### src/hdl/reno_congestion_window_control_core_assert.svh
// Assertion macros for the Reno congestion window control core.
// Used by the top level; expects i_clk and i_rst_n in the including scope.
`ifndef RENO_CONGESTION_WINDOW_CONTROL_CORE_ASSERT_SVH
`define RENO_CONGESTION_WINDOW_CONTROL_CORE_ASSERT_SVH

// Generic clocked assertion with active-low reset gating.
`define RCWC_ASSERT_CLK(label, clk, rst_n, prop, msg) \
    label: assert property (@(posedge clk) disable iff (!rst_n) prop) else $error(msg);

// Shorthand on the core clock and reset.
`define RCWC_ASSERT(label, prop, msg) \
    `RCWC_ASSERT_CLK(label, i_clk, i_rst_n, prop, msg)

`endif

### src/hdl/rcwc_pkg.sv
// Shared types and constants for the Reno congestion window control core.
// No dependencies; used by the interfaces, the arithmetic unit and the top level.
package rcwc_pkg;

    localparam int unsigned SEQ_W     = 32;
    localparam int unsigned WIN_W     = 16;
    localparam int unsigned AVOID_W   = 18;
    localparam int unsigned ALU_W     = SEQ_W + 1;
    localparam int unsigned CFG_IDX_W = 1;

    localparam logic [WIN_W-1:0] MAX_WINDOW_RST = 16'd16384;
    localparam logic [WIN_W-1:0] INIT_THR_RST   = 16'd128;
    localparam int unsigned      DUP_ACK_LIMIT_DEF = 3;

    // Register indexes of the configuration port
    localparam logic [CFG_IDX_W-1:0] CFG_MAX_WINDOW = 1'b0;
    localparam logic [CFG_IDX_W-1:0] CFG_INIT_THR   = 1'b1;

    localparam logic [1:0] INC_ONE   = 2'd1;
    localparam logic [1:0] INC_THREE = 2'd3;

    typedef enum logic {
        OP_ACK     = 1'b0,
        OP_TIMEOUT = 1'b1
    } t_operation;

    typedef enum logic [1:0] {
        PH_SLOW    = 2'd0,
        PH_AVOID   = 2'd1,
        PH_RECOVER = 2'd2
    } t_phase;

    typedef enum logic [1:0] {
        ACT_NONE    = 2'd0,
        ACT_RELEASE = 2'd1,
        ACT_REWIND  = 2'd2,
        ACT_RESEND  = 2'd3
    } t_action;

    typedef enum logic {
        ALU_ADD = 1'b0,
        ALU_SUB = 1'b1
    } t_alu_op;

    typedef enum logic [3:0] {
        S_IDLE,
        S_ACK1,
        S_TMO,
        S_CMP_OLD,
        S_CMP_NEXT,
        S_CMP_LAST,
        S_AVOID_CMP,
        S_ADD_WIN,
        S_CLAMP,
        S_CMP_THR,
        S_OUT
    } t_state;

    typedef struct packed {
        t_alu_op            op;
        logic [ALU_W-1:0]   a;
        logic [ALU_W-1:0]   b;
    } t_alu_req;

    typedef struct packed {
        logic [ALU_W-1:0]   res;
        logic               lt;
        logic               eq;
    } t_alu_rsp;

endpackage

### src/hdl/rcwc_if.sv
// Handshake channels of the Reno congestion window control core:
// event input, result output and configuration write. Depends on rcwc_pkg.
interface rcwc_ev_if;
    logic                        valid;
    logic                        ready;
    logic                        operation;
    logic [rcwc_pkg::SEQ_W-1:0]  ack_number;
    logic [rcwc_pkg::SEQ_W-1:0]  acked_sequence;
    logic                        selective_flag;
    logic                        window_empty;
    logic [rcwc_pkg::SEQ_W-1:0]  oldest_unacked;
    logic [rcwc_pkg::SEQ_W-1:0]  next_seq;

    modport source (output valid, operation, ack_number, acked_sequence, selective_flag,
                    window_empty, oldest_unacked, next_seq, input ready);
    modport sink   (input valid, operation, ack_number, acked_sequence, selective_flag,
                    window_empty, oldest_unacked, next_seq, output ready);
endinterface

interface rcwc_res_if;
    logic                        valid;
    logic                        ready;
    logic [1:0]                  action;
    logic [rcwc_pkg::SEQ_W-1:0]  target_seq;
    logic [rcwc_pkg::WIN_W-1:0]  window;
    logic [rcwc_pkg::WIN_W-1:0]  threshold;
    logic [1:0]                  phase;

    modport source (output valid, action, target_seq, window, threshold, phase,
                    input ready);
    modport sink   (input valid, action, target_seq, window, threshold, phase,
                    output ready);
endinterface

interface rcwc_cfg_if;
    logic                            valid;
    logic                            ready;
    logic [rcwc_pkg::CFG_IDX_W-1:0]  reg_index;
    logic [rcwc_pkg::WIN_W-1:0]      wr_data;

    modport source (output valid, reg_index, wr_data, input ready);
    modport sink   (input valid, reg_index, wr_data, output ready);
endinterface

### src/hdl/rcwc_alu.sv
// Shared add/subtract/compare unit of the Reno congestion window control core.
// One carry chain serves every add and every magnitude compare. Depends on rcwc_pkg.
module rcwc_alu (
    input  rcwc_pkg::t_alu_req  i_req,
    output rcwc_pkg::t_alu_rsp  o_rsp
);

    logic [rcwc_pkg::ALU_W-1:0] w_b_eff;
    logic [rcwc_pkg::ALU_W:0]   w_sum;
    logic                       w_sub;

    assign w_sub   = (i_req.op == rcwc_pkg::ALU_SUB);
    assign w_b_eff = w_sub ? ~i_req.b : i_req.b;
    assign w_sum   = {1'b0, i_req.a} + {1'b0, w_b_eff}
                   + {{rcwc_pkg::ALU_W{1'b0}}, w_sub};

    // On subtract, no carry out means a borrow: a < b
    assign o_rsp.res = w_sum[rcwc_pkg::ALU_W-1:0];
    assign o_rsp.lt  = ~w_sum[rcwc_pkg::ALU_W];
    assign o_rsp.eq  = (w_sum[rcwc_pkg::ALU_W-1:0] == '0);

endmodule

### src/hdl/reno_congestion_window_control_core.sv
// Reno congestion window control core: one ACK or timeout event per request.
// The sequencer steps each compare and add through the single shared ALU, so a request is
// taken only when the previous one has left the sequencer.
// The result sits in an output register, so the next request is taken while it waits.
// Reset (i_rst_n low, synchronous) loads slow start, window 1, threshold 128,
// max window 16384, clears the duplicate count and invalidates the last ACK.
module reno_congestion_window_control_core #(
    parameter int unsigned DUP_ACK_LIMIT = rcwc_pkg::DUP_ACK_LIMIT_DEF
) (
    input  logic           i_clk,
    input  logic           i_rst_n,
    rcwc_cfg_if.sink       i_cfg,
    rcwc_ev_if.sink        i_ev,
    rcwc_res_if.source     o_res
);

    `include "reno_congestion_window_control_core_assert.svh"

    localparam int unsigned DUP_W = $clog2(DUP_ACK_LIMIT + 1);

    // ---------------------------------------------------------------
    // Configuration and block state
    // ---------------------------------------------------------------
    logic [rcwc_pkg::WIN_W-1:0]   r_max;
    rcwc_pkg::t_phase             r_phase;
    logic [rcwc_pkg::WIN_W-1:0]   r_window;
    logic [rcwc_pkg::WIN_W-1:0]   r_thr;
    logic [rcwc_pkg::AVOID_W-1:0] r_avoid;
    logic                         r_last_valid;
    logic [rcwc_pkg::SEQ_W-1:0]   r_last;
    logic [DUP_W-1:0]             r_dup;

    // Captured request
    logic                         r_op;
    logic [rcwc_pkg::SEQ_W-1:0]   r_ack;
    logic [rcwc_pkg::SEQ_W-1:0]   r_acked;
    logic                         r_sel;
    logic                         r_empty;
    logic [rcwc_pkg::SEQ_W-1:0]   r_oldest;
    logic [rcwc_pkg::SEQ_W-1:0]   r_next;

    // Sequencer scratch
    rcwc_pkg::t_state             r_state;
    rcwc_pkg::t_state             n_state;
    logic [rcwc_pkg::ALU_W-1:0]   r_ack1;
    logic                         r_eqold;
    logic                         r_add_thr;
    logic [1:0]                   r_add_k;
    logic [rcwc_pkg::WIN_W:0]     r_vwin;
    logic                         r_chk_thr;
    rcwc_pkg::t_action            r_action;
    logic [rcwc_pkg::SEQ_W-1:0]   r_target;

    // Output register
    logic                         r_o_valid;
    rcwc_pkg::t_action            r_o_action;
    logic [rcwc_pkg::SEQ_W-1:0]   r_o_target;
    logic [rcwc_pkg::WIN_W-1:0]   r_o_window;
    logic [rcwc_pkg::WIN_W-1:0]   r_o_thr;
    rcwc_pkg::t_phase             r_o_phase;

    rcwc_pkg::t_alu_req           w_alu_req;
    rcwc_pkg::t_alu_rsp           w_alu_rsp;

    logic                         w_ev_take;
    logic                         w_cfg_take;
    logic                         w_out_load;
    logic [rcwc_pkg::WIN_W-1:0]   w_lim;
    logic                         w_is_dup;
    logic [DUP_W-1:0]             w_dup_inc;
    logic                         w_dup_hit;

    rcwc_alu u_alu (
        .i_req (w_alu_req),
        .o_rsp (w_alu_rsp)
    );

    // Accept a request or a register write only when the sequencer rests
    assign i_ev.ready  = (r_state == rcwc_pkg::S_IDLE);
    assign i_cfg.ready = (r_state == rcwc_pkg::S_IDLE);
    assign w_ev_take   = i_ev.valid & i_ev.ready;
    assign w_cfg_take  = i_cfg.valid & i_cfg.ready;
    assign w_out_load  = (r_state == rcwc_pkg::S_OUT) & (~r_o_valid | o_res.ready);

    // A zero max window behaves as one
    assign w_lim = (r_max == '0) ? rcwc_pkg::WIN_W'(1) : r_max;

    // Duplicate: ACK sits at the window start (or nothing outstanding) and repeats last ACK
    assign w_is_dup  = (r_empty | r_eqold) & r_last_valid & w_alu_rsp.eq;
    assign w_dup_inc = r_dup + DUP_W'(1);
    assign w_dup_hit = (w_dup_inc >= DUP_W'(DUP_ACK_LIMIT));

    // ---------------------------------------------------------------
    // Sequencer: state register
    // ---------------------------------------------------------------
    always_ff @(posedge i_clk) begin
        if (!i_rst_n) begin
            r_state <= rcwc_pkg::S_IDLE;
        end else begin
            r_state <= n_state;
        end
    end

    // ---------------------------------------------------------------
    // Sequencer: next state and ALU operand selection
    // ---------------------------------------------------------------
    always_comb begin
        n_state       = r_state;
        w_alu_req.op  = rcwc_pkg::ALU_SUB;
        w_alu_req.a   = '0;
        w_alu_req.b   = '0;
        case (r_state)
            rcwc_pkg::S_IDLE: begin
                if (w_ev_take) begin
                    n_state = rcwc_pkg::S_ACK1;
                end
            end
            rcwc_pkg::S_ACK1: begin
                // ack + 1 at full 33 bits, no wrap
                w_alu_req.op = rcwc_pkg::ALU_ADD;
                w_alu_req.a  = rcwc_pkg::ALU_W'(r_ack);
                w_alu_req.b  = rcwc_pkg::ALU_W'(1);
                n_state = (r_op == rcwc_pkg::OP_TIMEOUT) ? rcwc_pkg::S_TMO
                                                        : rcwc_pkg::S_CMP_OLD;
            end
            rcwc_pkg::S_TMO: begin
                w_alu_req.a = rcwc_pkg::ALU_W'(r_oldest);
                w_alu_req.b = rcwc_pkg::ALU_W'(1);
                n_state = rcwc_pkg::S_OUT;
            end
            rcwc_pkg::S_CMP_OLD: begin
                w_alu_req.a = r_ack1;
                w_alu_req.b = rcwc_pkg::ALU_W'(r_oldest);
                n_state = (!r_empty && w_alu_rsp.lt) ? rcwc_pkg::S_OUT
                                                     : rcwc_pkg::S_CMP_NEXT;
            end
            rcwc_pkg::S_CMP_NEXT: begin
                w_alu_req.a = rcwc_pkg::ALU_W'(r_next);
                w_alu_req.b = r_ack1;
                n_state = (!r_empty && w_alu_rsp.lt) ? rcwc_pkg::S_OUT
                                                     : rcwc_pkg::S_CMP_LAST;
            end
            rcwc_pkg::S_CMP_LAST: begin
                w_alu_req.a = rcwc_pkg::ALU_W'(r_ack);
                w_alu_req.b = rcwc_pkg::ALU_W'(r_last);
                if (w_is_dup) begin
                    n_state = w_dup_hit ? rcwc_pkg::S_ADD_WIN : rcwc_pkg::S_OUT;
                end else if (r_phase == rcwc_pkg::PH_AVOID) begin
                    n_state = rcwc_pkg::S_AVOID_CMP;
                end else begin
                    n_state = rcwc_pkg::S_ADD_WIN;
                end
            end
            rcwc_pkg::S_AVOID_CMP: begin
                w_alu_req.a = rcwc_pkg::ALU_W'(r_avoid);
                w_alu_req.b = rcwc_pkg::ALU_W'({r_window, 2'b00});
                n_state = w_alu_rsp.lt ? rcwc_pkg::S_CMP_THR : rcwc_pkg::S_ADD_WIN;
            end
            rcwc_pkg::S_ADD_WIN: begin
                w_alu_req.op = rcwc_pkg::ALU_ADD;
                w_alu_req.a  = rcwc_pkg::ALU_W'(r_add_thr ? r_thr : r_window);
                w_alu_req.b  = rcwc_pkg::ALU_W'(r_add_k);
                n_state = rcwc_pkg::S_CLAMP;
            end
            rcwc_pkg::S_CLAMP: begin
                w_alu_req.a = rcwc_pkg::ALU_W'(r_vwin);
                w_alu_req.b = rcwc_pkg::ALU_W'(w_lim);
                n_state = r_chk_thr ? rcwc_pkg::S_CMP_THR : rcwc_pkg::S_OUT;
            end
            rcwc_pkg::S_CMP_THR: begin
                w_alu_req.a = rcwc_pkg::ALU_W'(r_window);
                w_alu_req.b = rcwc_pkg::ALU_W'(r_thr);
                n_state = rcwc_pkg::S_OUT;
            end
            rcwc_pkg::S_OUT: begin
                if (w_out_load) begin
                    n_state = rcwc_pkg::S_IDLE;
                end
            end
            default: begin
                n_state = rcwc_pkg::S_IDLE;
            end
        endcase
    end

    // ---------------------------------------------------------------
    // Captured request and scratch (payload, no reset)
    // ---------------------------------------------------------------
    always_ff @(posedge i_clk) begin
        if (w_ev_take) begin
            r_op     <= i_ev.operation;
            r_ack    <= i_ev.ack_number;
            r_acked  <= i_ev.acked_sequence;
            r_sel    <= i_ev.selective_flag;
            r_empty  <= i_ev.window_empty;
            r_oldest <= i_ev.oldest_unacked;
            r_next   <= i_ev.next_seq;
        end
        case (r_state)
            rcwc_pkg::S_ACK1: begin
                r_ack1 <= w_alu_rsp.res;
            end
            rcwc_pkg::S_TMO: begin
                // Rewind to the packet before the oldest; wrap at 32 bits
                r_action <= r_empty ? rcwc_pkg::ACT_NONE : rcwc_pkg::ACT_REWIND;
                r_target <= r_empty ? '0 : w_alu_rsp.res[rcwc_pkg::SEQ_W-1:0];
            end
            rcwc_pkg::S_CMP_OLD: begin
                r_eqold  <= w_alu_rsp.eq;
                // Stale ACK: drop with no action
                r_action <= rcwc_pkg::ACT_NONE;
                r_target <= '0;
            end
            rcwc_pkg::S_CMP_NEXT: begin
                // ACK at or beyond next_seq: rewind to the ACK number
                r_action <= rcwc_pkg::ACT_REWIND;
                r_target <= r_ack;
            end
            rcwc_pkg::S_CMP_LAST: begin
                // Limit hit outside recovery inflates from the halved threshold by three;
                // a new ACK in recovery restarts from threshold + 1
                r_add_k   <= (w_is_dup && w_dup_hit && r_phase != rcwc_pkg::PH_RECOVER)
                             ? rcwc_pkg::INC_THREE : rcwc_pkg::INC_ONE;
                r_add_thr <= w_is_dup ? (w_dup_hit && r_phase != rcwc_pkg::PH_RECOVER)
                                      : (r_phase == rcwc_pkg::PH_RECOVER);
                r_chk_thr <= ~w_is_dup;
                if (w_is_dup) begin
                    if (!w_dup_hit) begin
                        r_action <= rcwc_pkg::ACT_NONE;
                        r_target <= '0;
                    end else if (!r_sel) begin
                        r_action <= rcwc_pkg::ACT_REWIND;
                        r_target <= r_ack;
                    end else if (!r_empty) begin
                        r_action <= rcwc_pkg::ACT_RESEND;
                        r_target <= r_oldest;
                    end else begin
                        r_action <= rcwc_pkg::ACT_NONE;
                        r_target <= '0;
                    end
                end else begin
                    r_action <= rcwc_pkg::ACT_RELEASE;
                    r_target <= r_acked;
                end
            end
            rcwc_pkg::S_ADD_WIN: begin
                r_vwin <= w_alu_rsp.res[rcwc_pkg::WIN_W:0];
            end
            default: begin
            end
        endcase
    end

    // ---------------------------------------------------------------
    // Congestion state and configuration registers
    // ---------------------------------------------------------------
    always_ff @(posedge i_clk) begin
        if (!i_rst_n) begin
            r_max        <= rcwc_pkg::MAX_WINDOW_RST;
            r_phase      <= rcwc_pkg::PH_SLOW;
            r_window     <= rcwc_pkg::WIN_W'(1);
            r_thr        <= rcwc_pkg::INIT_THR_RST;
            r_avoid      <= '0;
            r_last_valid <= 1'b0;
            r_dup        <= '0;
        end else begin
            case (r_state)
                rcwc_pkg::S_TMO: begin
                    // Timeout: back to slow start, threshold to half the window
                    r_phase  <= rcwc_pkg::PH_SLOW;
                    r_thr    <= r_window >> 1;
                    r_window <= rcwc_pkg::WIN_W'(1);
                end
                rcwc_pkg::S_CMP_LAST: begin
                    if (w_is_dup) begin
                        if (w_dup_hit) begin
                            r_dup        <= '0;
                            r_last_valid <= 1'b0;
                            if (r_phase != rcwc_pkg::PH_RECOVER) begin
                                r_thr   <= r_window >> 1;
                                r_phase <= rcwc_pkg::PH_RECOVER;
                            end
                        end else begin
                            r_dup <= w_dup_inc;
                        end
                    end else begin
                        r_dup        <= '0;
                        r_last_valid <= 1'b1;
                        r_last       <= r_ack;
                        if (r_phase == rcwc_pkg::PH_AVOID) begin
                            r_avoid <= r_avoid + rcwc_pkg::AVOID_W'(1);
                        end else begin
                            r_avoid <= '0;
                        end
                        if (r_phase == rcwc_pkg::PH_RECOVER) begin
                            r_phase <= rcwc_pkg::PH_AVOID;
                        end
                    end
                end
                rcwc_pkg::S_AVOID_CMP: begin
                    // Window grows by one per 4 * window new ACKs
                    if (!w_alu_rsp.lt) begin
                        r_avoid <= '0;
                    end
                end
                rcwc_pkg::S_CLAMP: begin
                    r_window <= w_alu_rsp.lt ? r_vwin[rcwc_pkg::WIN_W-1:0] : w_lim;
                end
                rcwc_pkg::S_CMP_THR: begin
                    if (!w_alu_rsp.lt) begin
                        r_phase <= rcwc_pkg::PH_AVOID;
                    end
                end
                default: begin
                end
            endcase
            // Config arrives only while idle; a threshold write also reloads the threshold
            if (w_cfg_take) begin
                case (i_cfg.reg_index)
                    rcwc_pkg::CFG_MAX_WINDOW: begin
                        r_max <= i_cfg.wr_data;
                    end
                    rcwc_pkg::CFG_INIT_THR: begin
                        r_thr <= i_cfg.wr_data;
                    end
                    default: begin
                    end
                endcase
            end
        end
    end

    // ---------------------------------------------------------------
    // Output register: hold the result until taken
    // ---------------------------------------------------------------
    always_ff @(posedge i_clk) begin
        if (!i_rst_n) begin
            r_o_valid <= 1'b0;
        end else if (w_out_load) begin
            r_o_valid <= 1'b1;
        end else if (o_res.ready) begin
            r_o_valid <= 1'b0;
        end
    end

    always_ff @(posedge i_clk) begin
        if (w_out_load) begin
            r_o_action <= r_action;
            r_o_target <= r_target;
            r_o_window <= r_window;
            r_o_thr    <= r_thr;
            r_o_phase  <= r_phase;
        end
    end

    assign o_res.valid      = r_o_valid;
    assign o_res.action     = r_o_action;
    assign o_res.target_seq = r_o_target;
    assign o_res.window     = r_o_window;
    assign o_res.threshold  = r_o_thr;
    assign o_res.phase      = r_o_phase;

    // ---------------------------------------------------------------
    // Assertions
    // ---------------------------------------------------------------
    `RCWC_ASSERT(a_none_zero_target, (r_o_valid && r_o_action == rcwc_pkg::ACT_NONE) |-> (r_o_target == '0), "no-action result carries a nonzero target")
    `RCWC_ASSERT(a_dup_below_limit, (r_state == rcwc_pkg::S_IDLE) |-> (r_dup < DUP_W'(DUP_ACK_LIMIT)), "duplicate count at rest reached the limit")
    `RCWC_ASSERT(a_release_tracks_ack, (r_state == rcwc_pkg::S_OUT && r_action == rcwc_pkg::ACT_RELEASE) |-> (r_last_valid && r_dup == '0), "release without a recorded new ACK")
    `RCWC_ASSERT(a_window_nonzero, (r_state == rcwc_pkg::S_OUT) |-> (r_window != '0), "congestion window dropped to zero")

endmodule
### src/flat_wrapper.sv
// flat-port wrapper written by rule: the top's interface ports become plain ports
module reno_congestion_window_control_core_flat 
#(
    parameter int unsigned DUP_ACK_LIMIT = rcwc_pkg::DUP_ACK_LIMIT_DEF
)
  (i_clk, i_rst_n, i_cfg_valid, i_cfg_reg_index, i_cfg_wr_data, i_cfg_ready, i_ev_valid, i_ev_operation, i_ev_ack_number, i_ev_acked_sequence, i_ev_selective_flag, i_ev_window_empty, i_ev_oldest_unacked, i_ev_next_seq, i_ev_ready, o_res_valid, o_res_action, o_res_target_seq, o_res_window, o_res_threshold, o_res_phase, o_res_ready);
  rcwc_cfg_if i_cfg_i ();
  rcwc_ev_if i_ev_i ();
  rcwc_res_if o_res_i ();
  input  logic i_clk;
  input  logic i_rst_n;
  input wire logic [$bits(i_cfg_i.valid)-1:0] i_cfg_valid;
  input wire logic [$bits(i_cfg_i.reg_index)-1:0] i_cfg_reg_index;
  input wire logic [$bits(i_cfg_i.wr_data)-1:0] i_cfg_wr_data;
  output wire logic [$bits(i_cfg_i.ready)-1:0] i_cfg_ready;
  input wire logic [$bits(i_ev_i.valid)-1:0] i_ev_valid;
  input wire logic [$bits(i_ev_i.operation)-1:0] i_ev_operation;
  input wire logic [$bits(i_ev_i.ack_number)-1:0] i_ev_ack_number;
  input wire logic [$bits(i_ev_i.acked_sequence)-1:0] i_ev_acked_sequence;
  input wire logic [$bits(i_ev_i.selective_flag)-1:0] i_ev_selective_flag;
  input wire logic [$bits(i_ev_i.window_empty)-1:0] i_ev_window_empty;
  input wire logic [$bits(i_ev_i.oldest_unacked)-1:0] i_ev_oldest_unacked;
  input wire logic [$bits(i_ev_i.next_seq)-1:0] i_ev_next_seq;
  output wire logic [$bits(i_ev_i.ready)-1:0] i_ev_ready;
  output wire logic [$bits(o_res_i.valid)-1:0] o_res_valid;
  output wire logic [$bits(o_res_i.action)-1:0] o_res_action;
  output wire logic [$bits(o_res_i.target_seq)-1:0] o_res_target_seq;
  output wire logic [$bits(o_res_i.window)-1:0] o_res_window;
  output wire logic [$bits(o_res_i.threshold)-1:0] o_res_threshold;
  output wire logic [$bits(o_res_i.phase)-1:0] o_res_phase;
  input wire logic [$bits(o_res_i.ready)-1:0] o_res_ready;
  assign i_cfg_i.valid = i_cfg_valid;
  assign i_cfg_i.reg_index = i_cfg_reg_index;
  assign i_cfg_i.wr_data = i_cfg_wr_data;
  assign i_cfg_ready = i_cfg_i.ready;
  assign i_ev_i.valid = i_ev_valid;
  assign i_ev_i.operation = i_ev_operation;
  assign i_ev_i.ack_number = i_ev_ack_number;
  assign i_ev_i.acked_sequence = i_ev_acked_sequence;
  assign i_ev_i.selective_flag = i_ev_selective_flag;
  assign i_ev_i.window_empty = i_ev_window_empty;
  assign i_ev_i.oldest_unacked = i_ev_oldest_unacked;
  assign i_ev_i.next_seq = i_ev_next_seq;
  assign i_ev_ready = i_ev_i.ready;
  assign o_res_valid = o_res_i.valid;
  assign o_res_action = o_res_i.action;
  assign o_res_target_seq = o_res_i.target_seq;
  assign o_res_window = o_res_i.window;
  assign o_res_threshold = o_res_i.threshold;
  assign o_res_phase = o_res_i.phase;
  assign o_res_i.ready = o_res_ready;
  reno_congestion_window_control_core #(.DUP_ACK_LIMIT(DUP_ACK_LIMIT)) u_core (.i_clk(i_clk), .i_rst_n(i_rst_n), .i_cfg(i_cfg_i), .i_ev(i_ev_i), .o_res(o_res_i));
endmodule
### config.mk
export PLATFORM = sky130hd
export DESIGN_NAME = reno_congestion_window_control_core_flat
export DESIGN_NICKNAME = d
export VERILOG_FILES = /design/src/hdl/rcwc_pkg.sv /design/src/hdl/rcwc_if.sv /design/src/hdl/rcwc_alu.sv /design/src/hdl/reno_congestion_window_control_core.sv /design/src/flat_wrapper.sv
export VERILOG_INCLUDE_DIRS = /design/src /design/src/hdl
export SDC_FILE = /design/constraint.sdc
export NUM_CORES = 1
export LEC_CHECK = 0
export BUFFER_PORTS_ARGS = -buffer_cell sky130_fd_sc_hd__buf_2
export CAP_MARGIN = 15
export CORE_MARGIN = 8
export CORE_UTILIZATION = 53
export CTS_CLUSTER_SIZE = 40
export DETAILED_ROUTE_END_ITERATION = 10
export PLACE_DENSITY = 0.88
export REMOVE_ABC_BUFFERS = 1
export SYNTH_ARGS = -nofsm -noshare
export SYNTH_HDL_FRONTEND = slang
export SYNTH_SLANG_ARGS = --single-unit
export TNS_END_PERCENT = 100
### constraint.sdc
create_clock -name i_clk -period 7.66 [get_ports i_clk]
set_input_delay 0.766 -clock i_clk [delete_from_list [all_inputs] [get_ports i_clk]]
set_output_delay 0.766 -clock i_clk [all_outputs]
set_load 0.01 [all_outputs]
Word-level counts from Yosys, hierarchy flattened

Index checks and enable logic that the tools add are counted.

Register bits: 396
Bits of input ports: 153
Output and inout bits: 71
Logic and storage cells: 144

Add/sub/neg operators: 4
Equality and inequality tests: 22
Reductions and logical operators: 21
Mux-type cells: 54
Bitwise gates (word level): 12
$lt $le $gt $ge: 1

Operator list:

| kind                  | count |
|---|---|
| $pmux 66 s9           | 1 |
| $mux 32               | 5 |
| $mux 16               | 8 |
| $pmux 32 s4           | 1 |
| $pmux 16 s2           | 2 |
| $mux 18               | 3 |
| $pmux 4 s10           | 1 |
| $pmux 18 s2           | 1 |
| $add 33x33->34        | 1 |
| $add 34x1->34         | 1 |
| $logic_not 33->1      | 1 |
| $mux 33               | 1 |
| $not 33->33           | 1 |
| $mux 2                | 14 |
| $mux 4                | 7 |
| $add 18x1->18 const B | 1 |
| $eq 4x3->1 const B    | 4 |
| $logic_not 16->1      | 1 |
| $eq 4x4->1 const B    | 3 |
| $ne 2x2->1 const B    | 6 |
| $eq 4x2->1 const B    | 2 |
| $mux 1                | 8 |
| $pmux 2 s4            | 1 |
| $ne 3x3->1 const B    | 2 |
| other kinds (21)      | 38 |

Logic depth before layout (Yosys ltp)

Word-level depth: 13
Depth in mapped cells: 26
Gate-level depth less buffers: 19

Hierarchy

From an unflattened synthesis, not the netlist that was laid out.

Cell total of the unflattened synthesis: 1560
Area total of the unflattened synthesis: 18770.5 um^2

By module, submodules not included:

| module                              | instances | cells an instance | area an instance (um^2) |
|---|---|---|---|
| reno_congestion_window_control_core | 1         | 1216              | 16300.6 |
| rcwc_alu                            | 1         | 344               | 2469.9 |

Worst setup path after synthesis

Ideal clock, no wire load.

Kind: reg2reg
From: reg u_core.r_state[3]
To: reg u_core.r_o_action[0] (netlist: u_core.o_res.action[0]) (enable)
Arrival: 7.407 ns
Setup slack: -0.408 ns
Required time: 6.998 ns
Stages on the path, launching flop included: 5
Library setup time: 0.662 ns
Buffers on the path: 2
Cells stage by stage: dfxtp_1 > buf_2 > clkbuf_1 > inv_1 > nor4_1

Cells in the longest elaborated chain, start to end: 2

Ends and longest elaborated chain:

| element                | RTL line                                   | RTL |
|---|---|---|
| from (decl)            | reno_congestion_window_control_core.sv:43  | `rcwc_pkg::t_state r_state;` |
| from (signal assigned) | reno_congestion_window_control_core.sv:98  | `r_state <= rcwc_pkg::S_IDLE;` |
| from (signal assigned) | reno_congestion_window_control_core.sv:100 | `r_state <= n_state;` |
| $eq 4x4->1             | reno_congestion_window_control_core.sv:83  | `assign w_out_load = (r_state == rcwc_pkg::S_OUT) & (~r_o_valid \| o_res.ready);` |
| $and 1x1->1            | reno_congestion_window_control_core.sv:83  |  |
| net u_core.w_out_load  | reno_congestion_window_control_core.sv:67  | `logic w_out_load;` |
| to (signal assigned)   | reno_congestion_window_control_core.sv:348 | `r_o_action <= r_action;` |
| to (decl)              | reno_congestion_window_control_core.sv:56  | `rcwc_pkg::t_action r_o_action;` |

The timed path passes the listed nets, and every way through them passes these cells.
A chain may end at the register's enable or synchronous reset.

Final worst setup path

From: reg u_core.r_state[2]
To: reg u_core.r_target[20] in the netlist's numbering (data pin)

Cells in the longest elaborated chain, start to end: 10
Elaborated cells on any way between the ends: 21
Those cells by class: 2 x add/sub; 9 x eq/ne; 6 x mux; 2 x bitwise; 2 x reduce/logical

Ends and longest elaborated chain:

| element                                  | RTL line                                   | RTL |
|---|---|---|
| $eq 4x4->1, or another cell as far along | reno_congestion_window_control_core.sv:112 | `case (r_state)` |
| $pmux 66 s9                              | reno_congestion_window_control_core.sv:112 |  |
| $not 33->33                              | rcwc_alu.sv:13                             | `assign w_b_eff = w_sub ? ~i_req.b : i_req.b;` |
| $mux 33                                  | rcwc_alu.sv:13                             |  |
| $add 33x33->34                           | rcwc_alu.sv:14                             | `assign w_sum = {1'b0, i_req.a} + {1'b0, w_b_eff}` |
| $add 34x1->34                            | rcwc_alu.sv:15                             | `+ {{rcwc_pkg::ALU_W{1'b0}}, w_sub};` |
| $logic_not 33->1                         | rcwc_alu.sv:20                             | `assign o_rsp.eq = (w_sum[rcwc_pkg::ALU_W-1:0] == '0);` |
| $and 1x1->1                              | reno_congestion_window_control_core.sv:89  | `assign w_is_dup = (r_empty \| r_eqold) & r_last_valid & w_alu_rsp.eq;` |
| $mux 32                                  | reno_congestion_window_control_core.sv:227 | `if (w_is_dup) begin` |
| $pmux 32 s4 *                            | reno_congestion_window_control_core.sv:199 | `case (r_state)` |
| to (signal assigned)                     | reno_congestion_window_control_core.sv:206 | `r_target <= r_empty ? '0 : w_alu_rsp.res[rcwc_pkg::SEQ_W-1:0];` |
| to (signal assigned)                     | reno_congestion_window_control_core.sv:233 | `r_target <= r_ack;` |
| to (signal assigned)                     | reno_congestion_window_control_core.sv:236 | `r_target <= r_oldest;` |
| to (decl)                                | reno_congestion_window_control_core.sv:52  | `logic [rcwc_pkg::SEQ_W-1:0] r_target;` |

Every way passes the cells marked *; elsewhere a longest branch is shown, timed or not.

==> flow_summary.json <==
{
  "setup_viol": 0,
  "maxSlewHeadroom": 0.201,
  "crit_required_ns": 7.97,
  "fp-row-count": 69,
  "whs_path_depth": 1,
  "dp_hpwl_um": 46700,
  "cts_made_buffers": 42,
  "vias": 16240,
  "clock_sinks": 395,
  "ys.flop_type": "edfxtp_1",
  "synthAdderAreaFrac": 0.0225,
  "grt.overflow.total": 0,
  "routabilityCongestion": 0.984,
  "die_y_um": 207,
  "finalCriticalPeriod_ns": 6.88,
  "hold_start": "i_ev_acked_sequence[8]",
  "portBuffers": 223,
  "worstSetupPathType": "register to register",
  "nets": 2093,
  "yosysWarnings": 0,
  "clk_latency_ns": 0.57,
  "min_to": "u_core.r_acked[8]$_DFFE_PP_",
  "dp_slack_ns": 0.944,
  "die_w_um": 207,
  "endpoint_kind": "register",
  "synth_xor_area_frac": 0.0109,
  "grt_pass1_wl_um": 96100,
  "hold-worst-slack_ns": 0.370,
  "drive_above_1_share": 0.199,
  "syn_to_final_growth_pct": 15.7,
  "max_freq_mhz": 145,
  "die-area_um2": 42600,
  "async_reset_ff_frac": 0,
  "ys_ff_latch": 395,
  "dr.pass1.iters": 7,
  "antenna_cells": 0,
  "drc": 0,
  "hold_class": "primary input to register",
  "path_clk_slew_ns": 0.06,
  "dr_wl_met3_um": 7250,
  "synth_area_per_cell_um2": 11.3,
  "wire_per_inst_um": 27.3,
  "hold_buffers": 0,
  "drv_slew": 0,
  "postRouteWirelength_um": 65500,
  "crit_arrival_ns": 7.19,
  "synth_edf_count": 319,
  "synth_simple_gate_area_frac": 0.133,
  "critPathMaxFanout": 34,
  "postCtsSetupBuffers": 0,
  "vias_per_cell": 6.77,
  "htreeDepth": 2,
  "post-synth-top-area-cell": "edfxtp_1",
  "yosysUniqueCellTypes": 86,
  "final-hold-violation-count": 0,
  "grt_setup_unrepaired": "no",
  "num_io_pins": 224,
  "synth_cells": 1704,
  "m1WireLength_um": 25200,
  "finClkSkew_ns": 0.0197,
  "critPathSlowestCell": "dfxtp_1",
  "maxCapViolCount": 0,
  "grt_max_degree": 75,
  "final_cells": 2398,
  "start_util": 0.539,
  "cts_tree": "done",
  "fillers": 2757,
  "power_mw": 12.9,
  "power.density_nw_per_um2": 581,
  "ir_drop_mv": 0.296,
  "crit_path_start_kind": "register",
  "crit_family": "simple AND/OR/NAND/NOR gates",
  "dp_cells": 2321,
  "drt_first_iter_violations": 2250,
  "clock_path_buffers": 3,
  "cts_resized": 0,
  "p_leak_nw": 8.15,
  "cp.depth": 18,
  "seq_area_frac_synth": 0.577,
  "crit_path_cell_trace": "nor2b_1 > and2_2 > buf_4 > a221o_1 > a21oi_1 > ha_1 > nand2_1 > o21ai_0 > a221oi_1 > or2_1 > a2111oi_0 > or4bb_1 > nor3_2 > nand4_2 > nor3_2 > nor2_2 > buf_4 > a221o_1",
  "coreArea_um2": 35700,
  "regToRegEndpoint": "u_core.r_target[20]$_DFFE_PP_",
  "crit_buf_inv": 2,
  "syn_area_um2": 19200,
  "cts-root-buf": "clkbuf_16",
  "ant_nets": 0,
  "synth_top_cell_area_share": 0.498,
  "slowest_delay_ns": 0.85,
  "yosys-top-cells-area": "edfxtp_1, dfxtp_1, a22oi_1",
  "worst_slack_ns": 0.784,
  "post-route-period-util": 0.898,
  "muxShareOfSynthArea": 0.0172,
  "top_layer_used": "met4",
  "rr_worst_depth": 18,
  "wl_met2_um": 29800,
  "grt_pass1_vias": 15724,
  "tightestPinTransition_ns": 1.20,
  "synth_top_family_by_area": "compound AO/OA/AOI/OAI gates",
  "ff2ff_setup_slack_ns": 0.78,
  "grt_usage": 0.299,
  "antenna_found_initial": 0,
  "synth_compound_area_frac": 0.202,
  "timing.rr.start": "u_core.r_state[2]$_SDFFE_PN0P_",
  "status": "finished, final reports clean"
}
registers in the layout, indices dropped and copies added (netlist names), 4 cells and up:
name	cells
u_core.r_oldest	32
u_core.r_max	16
u_core.o_res.threshold	16
u_core.r_ack	32
u_core.r_last	32
u_core.o_res.window	16
u_core.r_acked	32
u_core.r_window	16
u_core.r_avoid	18
u_core.r_vwin	17
u_core.r_thr	16
u_core.r_ack1	33
u_core.r_state	4
u_core.r_next	32
u_core.o_res.target_seq	32
u_core.r_target	32
routing by layer:
| metal | vias up | GRT usage |
|---|---|---|
| met4 | 0 | 0.144 |
| met2 | 1175 | 0.466 |
| met3 | 222 | 0.0694 |
| met1 | 7801 | 0.391 |
| li1 | 7042 | - |
| met5 | - | 0 |
cell usage after synthesis, types with 9 or more instances:
library cell / instances
a211oi_1: 10
a21oi_1: 122
a221o_1: 55
a221oi_1: 16
a22o_1: 9
a22oi_1: 89
a31oi_1: 10
and2_1: 13
and3_1: 26
buf_2: 13
clkbuf_1: 90
dfxtp_1: 76
edfxtp_1: 319
ha_1: 33
inv_1: 49
mux2i_1: 33
nand2_1: 162
nand3_1: 32
nand3b_1: 39
nand4_1: 36
nor2_1: 95
nor3_1: 27
nor4_1: 14
o211ai_1: 13
o21a_1: 25
o21ai_0: 96
o21ai_1: 13
xnor2_1: 14
worst register-to-register path, delay by kind of cell, from the launching register on:
kind                       cells  cell delay, ns
and+or+nand+nor                9            2.98
AOI/OAI and AO/OA              6            1.67
DFF                            1            0.85
buffers and inverters          2            0.61
adders and majority gates      1            0.51
worst max-delay path by stage:
stage                                               from                       endpoint
after detailed placement  u_core.r_state[2]$_SDFFE_PN0P_  u_core.r_target[22]$_DFFE_PP_
after global routing      u_core.r_state[2]$_SDFFE_PN0P_  u_core.r_target[20]$_DFFE_PP_
after global placement    u_core.r_state[2]$_SDFFE_PN0P_  u_core.r_target[18]$_DFFE_PP_
after floorplan           u_core.r_state[0]$_SDFFE_PN0P_     u_core.r_last[0]$_DFFE_PP_
final                     u_core.r_state[2]$_SDFFE_PN0P_  u_core.r_target[20]$_DFFE_PP_
after CTS                 u_core.r_state[2]$_SDFFE_PN0P_  u_core.r_target[20]$_DFFE_PP_
layout make-up:
class | count | area (µm²) | share of cell area
Sequential cell | 395 | 11100 | 0.499
Clock inverter | 23 | 180 | 0.00810
Clock buffer | 52 | 1140 | 0.0512
Multi-Input combinational cell | 1137 | 7480 | 0.336
Inverter | 52 | 195 | 0.00877
Tap cell | 461 | 577 | 0.0259
Timing Repair Buffer | 278 | 1570 | 0.0704
where the power goes:
part           leakage [nW]  internal (mW)  switching [mW]  total, mW
registers              3.57           3.42           0.454       3.87
clock network         0.635           1.13           0.853       1.98
logic                  3.94           2.44            4.63       7.07
total                  8.15           6.98            5.94       12.9
through the flow:
stage / util / setup TNS (ns) / instance area, µm²
after floorplan: - / -56.48 / 18700
after global placement: 0.586 / 0 / 20900
after detailed placement: 0.586 / 0 / 20900
after CTS: 0.623 / 0 / 22200
after global routing: 0.624 / 0 / 22200
final: 0.624 / 0 / 22200
logic make-up (layout without fill, tap and decap cells):
kind of cell               after synthesis  after routing
DFF                                    395            395
AOI/OAI and AO/OA                      551            551
buffers and inverters                  172            405
adders and majority gates               34             34
xor gates and xnor gates                23             23
muxes                                   33             33
and+or+nand+nor                        496            496
layout by cell type (no fill, tap or decap), types with 13 or more instances in the layout:
cell type    n
a221o_1     55
a221oi_1    16
clkbuf_16   43
nand2_1    162
mux2i_1     33
nand3_1     32
a22oi_1     89
nor4_1      13
buf_2      223
o21a_1      25
nand3b_1    39
a21oi_1    122
xnor2_1     14
inv_1       49
ha_1        33
edfxtp_1   319
and3_1      26
buf_4       52
nor2_1      91
o21ai_0     96
o211ai_1    13
dfxtp_1     76
o21ai_1     13
nand4_1     36
nor3_1      22
No activity file was read; power rests on OpenSTA's default activity.
